File: config.mk
export PLATFORM = sky130hd
export DESIGN_NAME = reliable_stream_receiver_ack_nack
export DESIGN_NICKNAME = d
export VERILOG_FILES = /design/src/design/rsr_pkg.sv /design/src/design/reliable_stream_receiver_ack_nack.sv
export SDC_FILE = /design/constraint.sdc
export NUM_CORES = 1
export LEC_CHECK = 0
export BUFFER_PORTS_ARGS = -buffer_cell sky130_fd_sc_hd__buf_2
export CAP_MARGIN = 20
export CORE_MARGIN = 1.5
export CORE_UTILIZATION = 25
export DETAILED_ROUTE_END_ITERATION = 8
export HOLD_SLACK_MARGIN = 0.15
export PLACE_DENSITY = 0.44
export SLEW_MARGIN = 25
export SYNTH_ARGS = -nofsm -noshare
export SYNTH_HDL_FRONTEND = slang
export SYNTH_SLANG_ARGS = --single-unit
export TNS_END_PERCENT = 30
File: constraint.sdc
create_clock -name i_clk -period 14.4 [get_ports i_clk]
set_clock_uncertainty 0.2 [all_clocks]
set_input_delay 0.72 -clock i_clk [delete_from_list [all_inputs] [get_ports i_clk]]
set_output_delay 0.72 -clock i_clk [all_outputs]
set_load 0.02 [all_outputs]
File: src/design/rsr_pkg.sv
// ----------------------------------------------------------------------------
// rsr_pkg
// Types and constants of the reliable stream receiver.
// ----------------------------------------------------------------------------
`default_nettype none

package rsr_pkg;

    localparam logic [1:0] KIND_ACK    = 2'd0;
    localparam logic [1:0] KIND_NACK   = 2'd1;
    localparam logic [1:0] KIND_FINACK = 2'd2;

    localparam logic [7:0] PKT_DATA = 8'd0;
    localparam logic [7:0] PKT_FIN  = 8'd3;

    localparam logic [7:0] WIRE_ACK    = 8'd1;
    localparam logic [7:0] WIRE_NACK   = 8'd2;
    localparam logic [7:0] WIRE_FINACK = 8'd4;

    typedef enum logic [3:0] {
        ST_IDLE,
        ST_DECODE,
        ST_DRAIN,
        ST_CHECK,
        ST_DIV,
        ST_NACK,
        ST_DUP,
        ST_CUM,
        ST_FIN
    } t_state;

    typedef enum logic [1:0] {
        MODE_INORDER,
        MODE_AHEAD,
        MODE_DUP
    } t_mode;

    // Ones-complement checksum over the reply's sequence, window and flag words.
    function automatic logic [15:0] reply_sum(input logic [1:0] kind,
                                              input logic [31:0] seq,
                                              input logic [15:0] win);
        logic [7:0]  flag;
        logic [17:0] s;
        logic [16:0] s1;
        logic [16:0] s2;
        case (kind)
            KIND_ACK:  flag = WIRE_ACK;
            KIND_NACK: flag = WIRE_NACK;
            default:   flag = WIRE_FINACK;
        endcase
        s  = {2'b00, seq[31:16]} + {2'b00, seq[15:0]} + {2'b00, win}
           + {2'b00, flag, 8'h00};
        s1 = {1'b0, s[15:0]} + {15'd0, s[17:16]};
        s2 = {1'b0, s1[15:0]} + {16'd0, s1[16]};
        return ~s2[15:0];
    endfunction

endpackage

`default_nettype wire

File: src/design/reliable_stream_receiver_ack_nack.sv
// ----------------------------------------------------------------------------
// reliable_stream_receiver_ack_nack
// Selective-repeat receiver header path producing ACK, NACK and FIN-ACK words.
// ----------------------------------------------------------------------------
// One header word is taken at a time; the block is not ready again until all
// replies of that header are loaded into the output register. An ignored
// header passes through the accept and decode states only. A data header then
// passes, for in-order data, a drain step per retired reorder entry plus one
// for the clear entry that ends the run, a check step that starts the
// cumulative-ACK test, a restoring divider for expected modulo window (one bit
// per cycle, skipped when either is zero), and one reply word per cycle while
// the master side accepts. Replies wait in a single output register, so a
// stalled master side holds the sequencer.
`default_nettype none

module reliable_stream_receiver_ack_nack #(
    parameter int REORDER_DEPTH = 64,
    parameter int MAX_NACKS     = 32
) (
    input  wire logic        i_clk,
    input  wire logic        i_rst_n,
    input  wire logic        s_axis_tvalid,
    output logic             s_axis_tready,
    input  wire logic [47:0] s_axis_tdata,  // seq_number[31:0], window[47:32]
    input  wire logic [15:0] s_axis_tuser,  // packet_kind[7:0], checksum_ok[8], zero
    output logic             m_axis_tvalid,
    input  wire logic        m_axis_tready,
    output logic [63:0] m_axis_tdata,  // reply_seq[31:0], reply_window[47:32],
                                       // reply_checksum[63:48]
    output logic [7:0]  m_axis_tuser,  // reply_kind[1:0], zero
    output logic        m_axis_tlast
);

    localparam int IW = (REORDER_DEPTH > 1) ? $clog2(REORDER_DEPTH) : 1;
    localparam int NW = $clog2(MAX_NACKS + 1);
    localparam logic [31:0] DEPTH32 = 32'(REORDER_DEPTH);
    localparam logic [31:0] NACK32  = 32'(MAX_NACKS);

    rsr_pkg::t_state r_state, n_state;
    rsr_pkg::t_mode  r_mode,  n_mode;

    logic [31:0] r_seq, n_seq;
    logic [15:0] r_win, n_win;
    logic [7:0]  r_kind, n_kind;
    logic        r_ok, n_ok;
    logic [31:0] r_exp, n_exp;
    logic [REORDER_DEPTH-1:0] r_map, n_map;
    logic        r_fin, n_fin;
    logic        r_cum, n_cum;
    logic [31:0] r_dvd, n_dvd;
    logic [15:0] r_rem, n_rem;
    logic [5:0]  r_cnt, n_cnt;
    logic [NW-1:0] r_left, n_left;
    logic [31:0] r_nseq, n_nseq;

    logic        r_ovalid, n_ovalid;
    logic [1:0]  r_okind, n_okind;
    logic [31:0] r_oseq, n_oseq;
    logic [15:0] r_owin, n_owin;
    logic [15:0] r_osum, n_osum;
    logic        r_olast, n_olast;

    logic        free;
    logic [31:0] seq_gap;
    logic [31:0] seq_gap_m1;
    logic [16:0] trial;
    logic [31:0] exp_m1;

    assign free       = !r_ovalid || m_axis_tready;
    assign seq_gap    = r_seq - r_exp;
    assign seq_gap_m1 = seq_gap - 32'd1;
    assign trial      = {r_rem, r_dvd[31]};
    assign exp_m1     = r_exp - 32'd1;

    always_ff @(posedge i_clk) begin
        if (!i_rst_n) begin
            r_state  <= rsr_pkg::ST_IDLE;
            r_exp    <= '0;
            r_map    <= '0;
            r_fin    <= 1'b0;
            r_ovalid <= 1'b0;
        end else begin
            r_state  <= n_state;
            r_exp    <= n_exp;
            r_map    <= n_map;
            r_fin    <= n_fin;
            r_ovalid <= n_ovalid;
        end
        r_mode  <= n_mode;
        r_seq   <= n_seq;
        r_win   <= n_win;
        r_kind  <= n_kind;
        r_ok    <= n_ok;
        r_cum   <= n_cum;
        r_dvd   <= n_dvd;
        r_rem   <= n_rem;
        r_cnt   <= n_cnt;
        r_left  <= n_left;
        r_nseq  <= n_nseq;
        r_okind <= n_okind;
        r_oseq  <= n_oseq;
        r_owin  <= n_owin;
        r_osum  <= n_osum;
        r_olast <= n_olast;
    end

    always_comb begin
        n_state  = r_state;
        n_mode   = r_mode;
        n_seq    = r_seq;
        n_win    = r_win;
        n_kind   = r_kind;
        n_ok     = r_ok;
        n_exp    = r_exp;
        n_map    = r_map;
        n_fin    = r_fin;
        n_cum    = r_cum;
        n_dvd    = r_dvd;
        n_rem    = r_rem;
        n_cnt    = r_cnt;
        n_left   = r_left;
        n_nseq   = r_nseq;
        n_ovalid = r_ovalid && !m_axis_tready;
        n_okind  = r_okind;
        n_oseq   = r_oseq;
        n_owin   = r_owin;
        n_osum   = r_osum;
        n_olast  = r_olast;
        s_axis_tready = 1'b0;

        case (r_state)
            rsr_pkg::ST_IDLE: begin
                s_axis_tready = 1'b1;
                if (s_axis_tvalid) begin
                    n_seq   = s_axis_tdata[31:0];
                    n_win   = s_axis_tdata[47:32];
                    n_kind  = s_axis_tuser[7:0];
                    n_ok    = s_axis_tuser[8];
                    n_state = rsr_pkg::ST_DECODE;
                end
            end
            rsr_pkg::ST_DECODE: begin
                n_state = rsr_pkg::ST_IDLE;
                if (!r_fin && r_ok) begin
                    if (r_kind == rsr_pkg::PKT_FIN) begin
                        n_state = rsr_pkg::ST_FIN;
                    end else if (r_kind == rsr_pkg::PKT_DATA) begin
                        if (r_seq == r_exp) begin
                            n_mode  = rsr_pkg::MODE_INORDER;
                            n_exp   = r_exp + 32'd1;
                            n_state = rsr_pkg::ST_DRAIN;
                        end else if (r_seq > r_exp) begin
                            n_mode = rsr_pkg::MODE_AHEAD;
                            if (seq_gap <= DEPTH32) begin
                                n_map[seq_gap_m1[IW-1:0]] = 1'b1;
                            end
                            n_left  = (seq_gap < NACK32) ? seq_gap[NW-1:0] : NACK32[NW-1:0];
                            n_nseq  = r_exp;
                            n_state = rsr_pkg::ST_CHECK;
                        end else begin
                            n_mode  = rsr_pkg::MODE_DUP;
                            n_state = rsr_pkg::ST_CHECK;
                        end
                    end
                end
            end
            rsr_pkg::ST_DRAIN: begin
                // Each step retires the head entry; a clear head ends the run.
                n_map = r_map >> 1;
                if (r_map[0]) begin
                    n_exp = r_exp + 32'd1;
                end else begin
                    n_state = rsr_pkg::ST_CHECK;
                end
            end
            rsr_pkg::ST_CHECK: begin
                n_cum = 1'b0;
                n_dvd = r_exp;
                n_rem = '0;
                n_cnt = '0;
                if (r_win != 16'd0 && r_exp != 32'd0) begin
                    n_state = rsr_pkg::ST_DIV;
                end else if (r_mode == rsr_pkg::MODE_AHEAD) begin
                    n_state = rsr_pkg::ST_NACK;
                end else if (r_mode == rsr_pkg::MODE_DUP) begin
                    n_state = rsr_pkg::ST_DUP;
                end else begin
                    n_state = rsr_pkg::ST_IDLE;
                end
            end
            rsr_pkg::ST_DIV: begin
                n_dvd = {r_dvd[30:0], 1'b0};
                if (trial >= {1'b0, r_win}) begin
                    n_rem = 16'(trial - {1'b0, r_win});
                end else begin
                    n_rem = trial[15:0];
                end
                n_cnt = r_cnt + 6'd1;
                if (r_cnt == 6'd32) begin
                    // The extra step only reads out the final remainder.
                    n_dvd = r_dvd;
                    n_rem = r_rem;
                    n_cum = (r_rem == 16'd0);
                    case (r_mode)
                        rsr_pkg::MODE_AHEAD: n_state = rsr_pkg::ST_NACK;
                        rsr_pkg::MODE_DUP:   n_state = rsr_pkg::ST_DUP;
                        default:             n_state = rsr_pkg::ST_CUM;
                    endcase
                    if (r_mode == rsr_pkg::MODE_INORDER && r_rem != 16'd0) begin
                        n_state = rsr_pkg::ST_IDLE;
                    end
                end
            end
            rsr_pkg::ST_NACK: begin
                if (free) begin
                    n_ovalid = 1'b1;
                    n_okind  = rsr_pkg::KIND_NACK;
                    n_oseq   = r_nseq;
                    n_owin   = r_win;
                    n_osum   = rsr_pkg::reply_sum(rsr_pkg::KIND_NACK, r_nseq, r_win);
                    n_olast  = (r_left == NW'(1)) && !r_cum;
                    n_nseq   = r_nseq + 32'd1;
                    n_left   = r_left - NW'(1);
                    if (r_left == NW'(1)) begin
                        n_state = r_cum ? rsr_pkg::ST_CUM : rsr_pkg::ST_IDLE;
                    end
                end
            end
            rsr_pkg::ST_DUP, rsr_pkg::ST_CUM: begin
                if (free) begin
                    n_ovalid = 1'b1;
                    n_okind  = rsr_pkg::KIND_ACK;
                    n_oseq   = exp_m1;
                    n_owin   = r_win;
                    n_osum   = rsr_pkg::reply_sum(rsr_pkg::KIND_ACK, exp_m1, r_win);
                    n_olast  = (r_state == rsr_pkg::ST_CUM) || !r_cum;
                    n_state  = (r_state == rsr_pkg::ST_DUP && r_cum) ?
                               rsr_pkg::ST_CUM : rsr_pkg::ST_IDLE;
                end
            end
            rsr_pkg::ST_FIN: begin
                if (free) begin
                    n_ovalid = 1'b1;
                    n_okind  = rsr_pkg::KIND_FINACK;
                    n_oseq   = r_seq;
                    n_owin   = r_win;
                    n_osum   = rsr_pkg::reply_sum(rsr_pkg::KIND_FINACK, r_seq, r_win);
                    n_olast  = 1'b1;
                    n_fin    = 1'b1;
                    n_state  = rsr_pkg::ST_IDLE;
                end
            end
            default: begin
                n_state = rsr_pkg::ST_IDLE;
            end
        endcase
    end

    assign m_axis_tvalid = r_ovalid;
    assign m_axis_tdata  = {r_osum, r_owin, r_oseq};
    assign m_axis_tuser  = {6'd0, r_okind};
    assign m_axis_tlast  = r_olast;

endmodule

`default_nettype wire

# Word-level counts from Yosys, hierarchy flattened
# Cells that the tools add are included.
# Widths: inputs -> output; s select.
# totals
output_inout_bits	75
wordCells	205
regBits	321
# op_classes
reduce_logical	37
n_bitwise	5
magnitude_cmp	6
add_sub_neg	23
eq_ne	30
mux	83
# op_table
op	n
$mux 32	15
$mux 64	6
$pmux 32 s2	3
$pmux 64 s2	1
$pmux 32 s3	1
$mux 16	5
$add 32x1->32 const B	2
$or 64x64->64	1
$add 17x16->18	3
$add 18x16->18	3
$add 16x16->17	3
$add 16x2->17	3
$add 16x1->16	3
$mux 8	6
$not 16->16	3
$pmux 16 s3	1
$mux 6	7
$mux 4	10
$eq 32x32->1	1
$gt 32x32->1	1
$le 32x7->1 const B	1
$lt 32x6->1 const B	1
$ne 2x2->1 const B	16
$pmux 16 s2	1
45 further kinds	87

# Longest topological paths before layout
# depth
word_depth	14
depth_mapped	41
mapped_depth_nobuf	41

# Worst setup path before layout
# No wires, ideal clock.
# synth_path
path_kind	register to register
startpoint	register r_exp[5]
endpoint	register r_osum[14] (data pin)
arrival_ps	8133
setup_slack_ps	5796
path_buffers	2
stages_incl_launch_ff	42
path_cell_list	dfxtp_1 clkbuf_1 nor4_1 nand3_1 or3_1 nor4_1 and2_1 xnor2_1 fa_1 inv_1 ha_1 ha_1 buf_2 and2_1 o21ai_0 a31oi_1 o2111ai_1 a31oi_1 [... 6 more ...] nand2_1 nor2_1 nor4b_2 nand2_1 nor4_1 nand4_1 nor3_1 ha_1 ha_1 and2_1 nand3_1 or2_2 nor3_1 and3_1 nand2_1 o31a_1 o21ai_0 o211ai_1
# synth_between
elab_chain_len	9
# synth_rtl
element	line	text
start: declaration	reliable_stream_receiver_ack_nack.sv:46	logic [31:0] r_exp, n_exp;
start signal: assignment	reliable_stream_receiver_ack_nack.sv:84	r_exp <= n_exp;
$sub 32x1->32	reliable_stream_receiver_ack_nack.sv:73	assign exp_m1 = r_exp - 32'd1;
$add 16x16->17	rsr_pkg.sv:51	s = {2'b00, seq[31:16]} + {2'b00, seq[15:0]} + {2'b00, win}
$add 17x16->18	rsr_pkg.sv:51	
$add 18x16->18	rsr_pkg.sv:52	+ {2'b00, flag, 8'h00};
$add 16x2->17	rsr_pkg.sv:53	s1 = {1'b0, s[15:0]} + {15'd0, s[17:16]};
$add 16x1->16	rsr_pkg.sv:54	s2 = {1'b0, s1[15:0]} + {16'd0, s1[16]};
$not 16->16	rsr_pkg.sv:55	return ~s2[15:0];
$mux 16	reliable_stream_receiver_ack_nack.sv:230	if (free) begin
$pmux 16 s3	reliable_stream_receiver_ack_nack.sv:131	case (r_state)
named net n_osum[14]	reliable_stream_receiver_ack_nack.sv:60	logic [15:0] r_osum, n_osum;
end signal: assignment	reliable_stream_receiver_ack_nack.sv:103	r_osum <= n_osum;
end: declaration	reliable_stream_receiver_ack_nack.sv:60	
# The timed path passes the listed nets, and every way through them passes these cells. The select of a mux whose other input is x is not followed.
# A chain may end at the register's enable or synchronous reset.

# Worst setup path in the final report
# layout_path
startpoint	register r_exp[0]
endpoint	register r_osum[14] (data pin)
# The elaborated chain is that of the path after synthesis.

==> key figures <==
STA
  • Final period util: 0.739
  • Fin Setup TNS: 0 ns
  • FMAX: 93.9 MHz
  • Worst Tran Pin Value: 1.04 ns
  • RSZ-0062 raised after global routing: no
  • Slew Limit Headroom: 0.303
  • Hold Vio Cnt, Final: 0
  • Min Tclk post-route: 10.65 ns
  • Pins Over Slew Limit: 0
  • Final setup violation count: 0
  • PnR worst setup slack: 3.75 ns

Floorplanning
  • Cell Rows: 110
  • Chip Width: 306 um
  • Starting Density: 0.253
  • Die H: 306 um
  • I/O Pins: 143
  • CORE AREA: 90400 sq um
  • Die area: 93400 sq um

Layout
  • Final instance area: 26600 sq um
  • Final Core Density: 0.294
  • Share of cells above drive strength 1: 0.0967
  • Final net count: 2863
  • Area growth syn-to-layout: 16.1%

Global routing
  • Antenna violations before repair: 1
  • Vias in the first global route: 18.4k
  • Largest net degree at the start of global routing: 102
  • Aggregate global routing overflow: 0
  • First-pass GRT wire length: 120000 um
  • Total GRT Usage: 0.168

Power and ir drop
  • Leakage Power: 10.1 nW
  • Worst VDD drop: 0.000114 V
  • Pwr Density: 200 nW/um^2

Critical path
  • Crit Path Max Fanout: 8
  • CP Data Required Time: 14.50 ns
  • Slowest CP cell: xnor2_1
  • CP most frequent cell: ha_1
  • Critical Path AT: 10.75 ns
  • Critical path class: flop to flop
  • Buffers & Inverters on Critical Path: 0
  • Top cell family by delay on the critical path: simple AND/OR/NAND/NOR gates
  • Crit path largest cell delay: 0.61 ns
  • Startpoint types: flop
  • CP endpoint kind: flop

Yosys
  • Ys async rst share: 0
  • Mean post-synth cell area: 9.39 sq um
  • Yosys warning count: 0
  • Post-synth EDFFs: 219
  • Post-Syn Instances: 2439
  • Post-synthesis cell area: 22900 sq um
  • Seq/Total Area, Yosys: 0.376
  • Synth Register Bits: 321
  • Post-synth cell types: 90
  • Post-synth top flop: edfxtp_1

Placed design
  • IO Port Bufs: 129
  • Setup WS pre-CTS: 3.92 ns
  • DP HPWL: 62200 um
  • Placer Congestion: 0.902
  • Post-DP Area: 24800 sq um

Clock tree
  • Clk pin slew, worst setup/hold paths: 0.06 ns
  • CTS tree: built
  • Clk_lat worst skew: 0.58 ns
  • H-tree Lvls: 2
  • Hold_buf cts: 57
  • Root Buffer: clkbuf_16
  • Post-CTS setup buffers: 0
  • Max clock buf depth: 3
  • Inserted Clock Buffers: 40
  • Clk sinks: 321
  • Resized Gates After CTS: 0

Routing
  • Vias: 19.2k
  • Post-route antenna net violation count: 0
  • WL final: 80400 um
  • Wirelength per Cell: 21.3 um
  • Via/cell ratio: 5.08
  • Starting DRT DRC Count: 1620
  • Remaining DRCs: 0
  • DR pass1 iterations: 5

Min path
  • Worst hold path type: flop to flop

Job
  • Max_cap viols: 0

Status
  • Status: complete, no violations
[report_power, final]
part	total, mW	switching [mW]	internal, mW
logic	3.03	1.90	1.12
clock network	0.971	0.422	0.549
registers	1.30	0.159	1.15
total	5.31	2.49	2.82
[final timing paths]
kind             start         end  slack [ns]  cells past startpoint
max           r_exp[0]  r_osum[14]        3.75                     37
min          r_map[43]   r_map[43]        0.27                      2
max reg2reg   r_exp[0]  r_osum[14]        3.75                     37
min reg2reg  r_map[43]   r_map[43]        0.27                      2
[state kept, by name, indices dropped and copies added (netlist names)]
name           count
r_state            4
r_mode             2
r_owin            16
r_rem             16
r_fin              1
r_cum              1
r_cnt              6
r_nseq            32
r_kind             8
r_map             64
m_axis_tlast       1
r_dvd             32
r_ok               1
r_osum            16
m_axis_tvalid      1
r_win             16
r_seq             32
r_left             6
r_oseq            32
r_exp             32
r_okind            2
[metrics by stage]
step	std cells	power (mW)	hold WS, ns
after floorplan	2444	3.43	0.235
after global placement	3652	4.27	0.245
after detailed placement	3652	4.30	0.254
after CTS	3782	5.32	0.269
after global routing	3782	5.70	0.282
final	3784	5.31	0.266
[placed cells by master, fill, tap and decap left out, drive strengths merged, types with 74 or more instances in the layout]
cell,n
nor2,138
xor2,74
ha,164
a31oi,82
buf,151
dfxtp,102
nand3,82
inv,137
xnor2,145
a21oi,77
o21ai,213
nand2,198
edfxtp,219
and3,89
[tightest hold or removal path: cells and delay by family (launching register included)]
family / cells / cell delay, ns
DFF: 1 / 0.31
AOI/OAI and AO/OA: 2 / 0.12
[routing by layer]
metal	part of all wire	global-route usage	vias up
met5	0	0	-
met4	0.018	0.0364	0
met3	0.049	0.0205	71
met2	0.46	0.272	452
met1	0.47	0.239	9524
li1	-	-	9174
[Yosys cell counts (76+ instances only)]
library cell,number,share of area
clkbuf_1,98,0.016
edfxtp_1,219,0.29
nand3_1,82,0.018
ha_1,164,0.090
nor2_1,138,0.023
and3_1,89,0.024
a31oi_1,82,0.022
o21ai_0,192,0.042
nand2_1,198,0.032
xnor2_1,145,0.055
inv_1,138,0.023
a21oi_1,76,0.017
dfxtp_1,102,0.089
[layout make-up]
type / count / area, sq um
Clock buffer: 46 / 1020
Timing Repair Buffer: 208 / 1380
Multi-Input combinational cell: 1863 / 13300
Fill cell: 9403 / 63800
Inverter: 141 / 529
Sequential cell: 321 / 8620
Antenna cell: 2 / 5.00
Tap cell: 1176 / 1470
Clock inverter: 27 / 223
[logic make-up (layout without fill, tap and decap cells)]
logic type	count (synthesis)	after routing	share of synthesized area
simple gates	795	795	0.179
compound gates	599	599	0.167
flops	321	321	0.376
buf+inv	260	422	0.0445
fa+ha+maj	222	222	0.139
xor+xnor	219	219	0.0837
mux	22	22	0.00967
other cells	1	8	0.000164
Note: power is estimated with default switching activity, not from simulation.
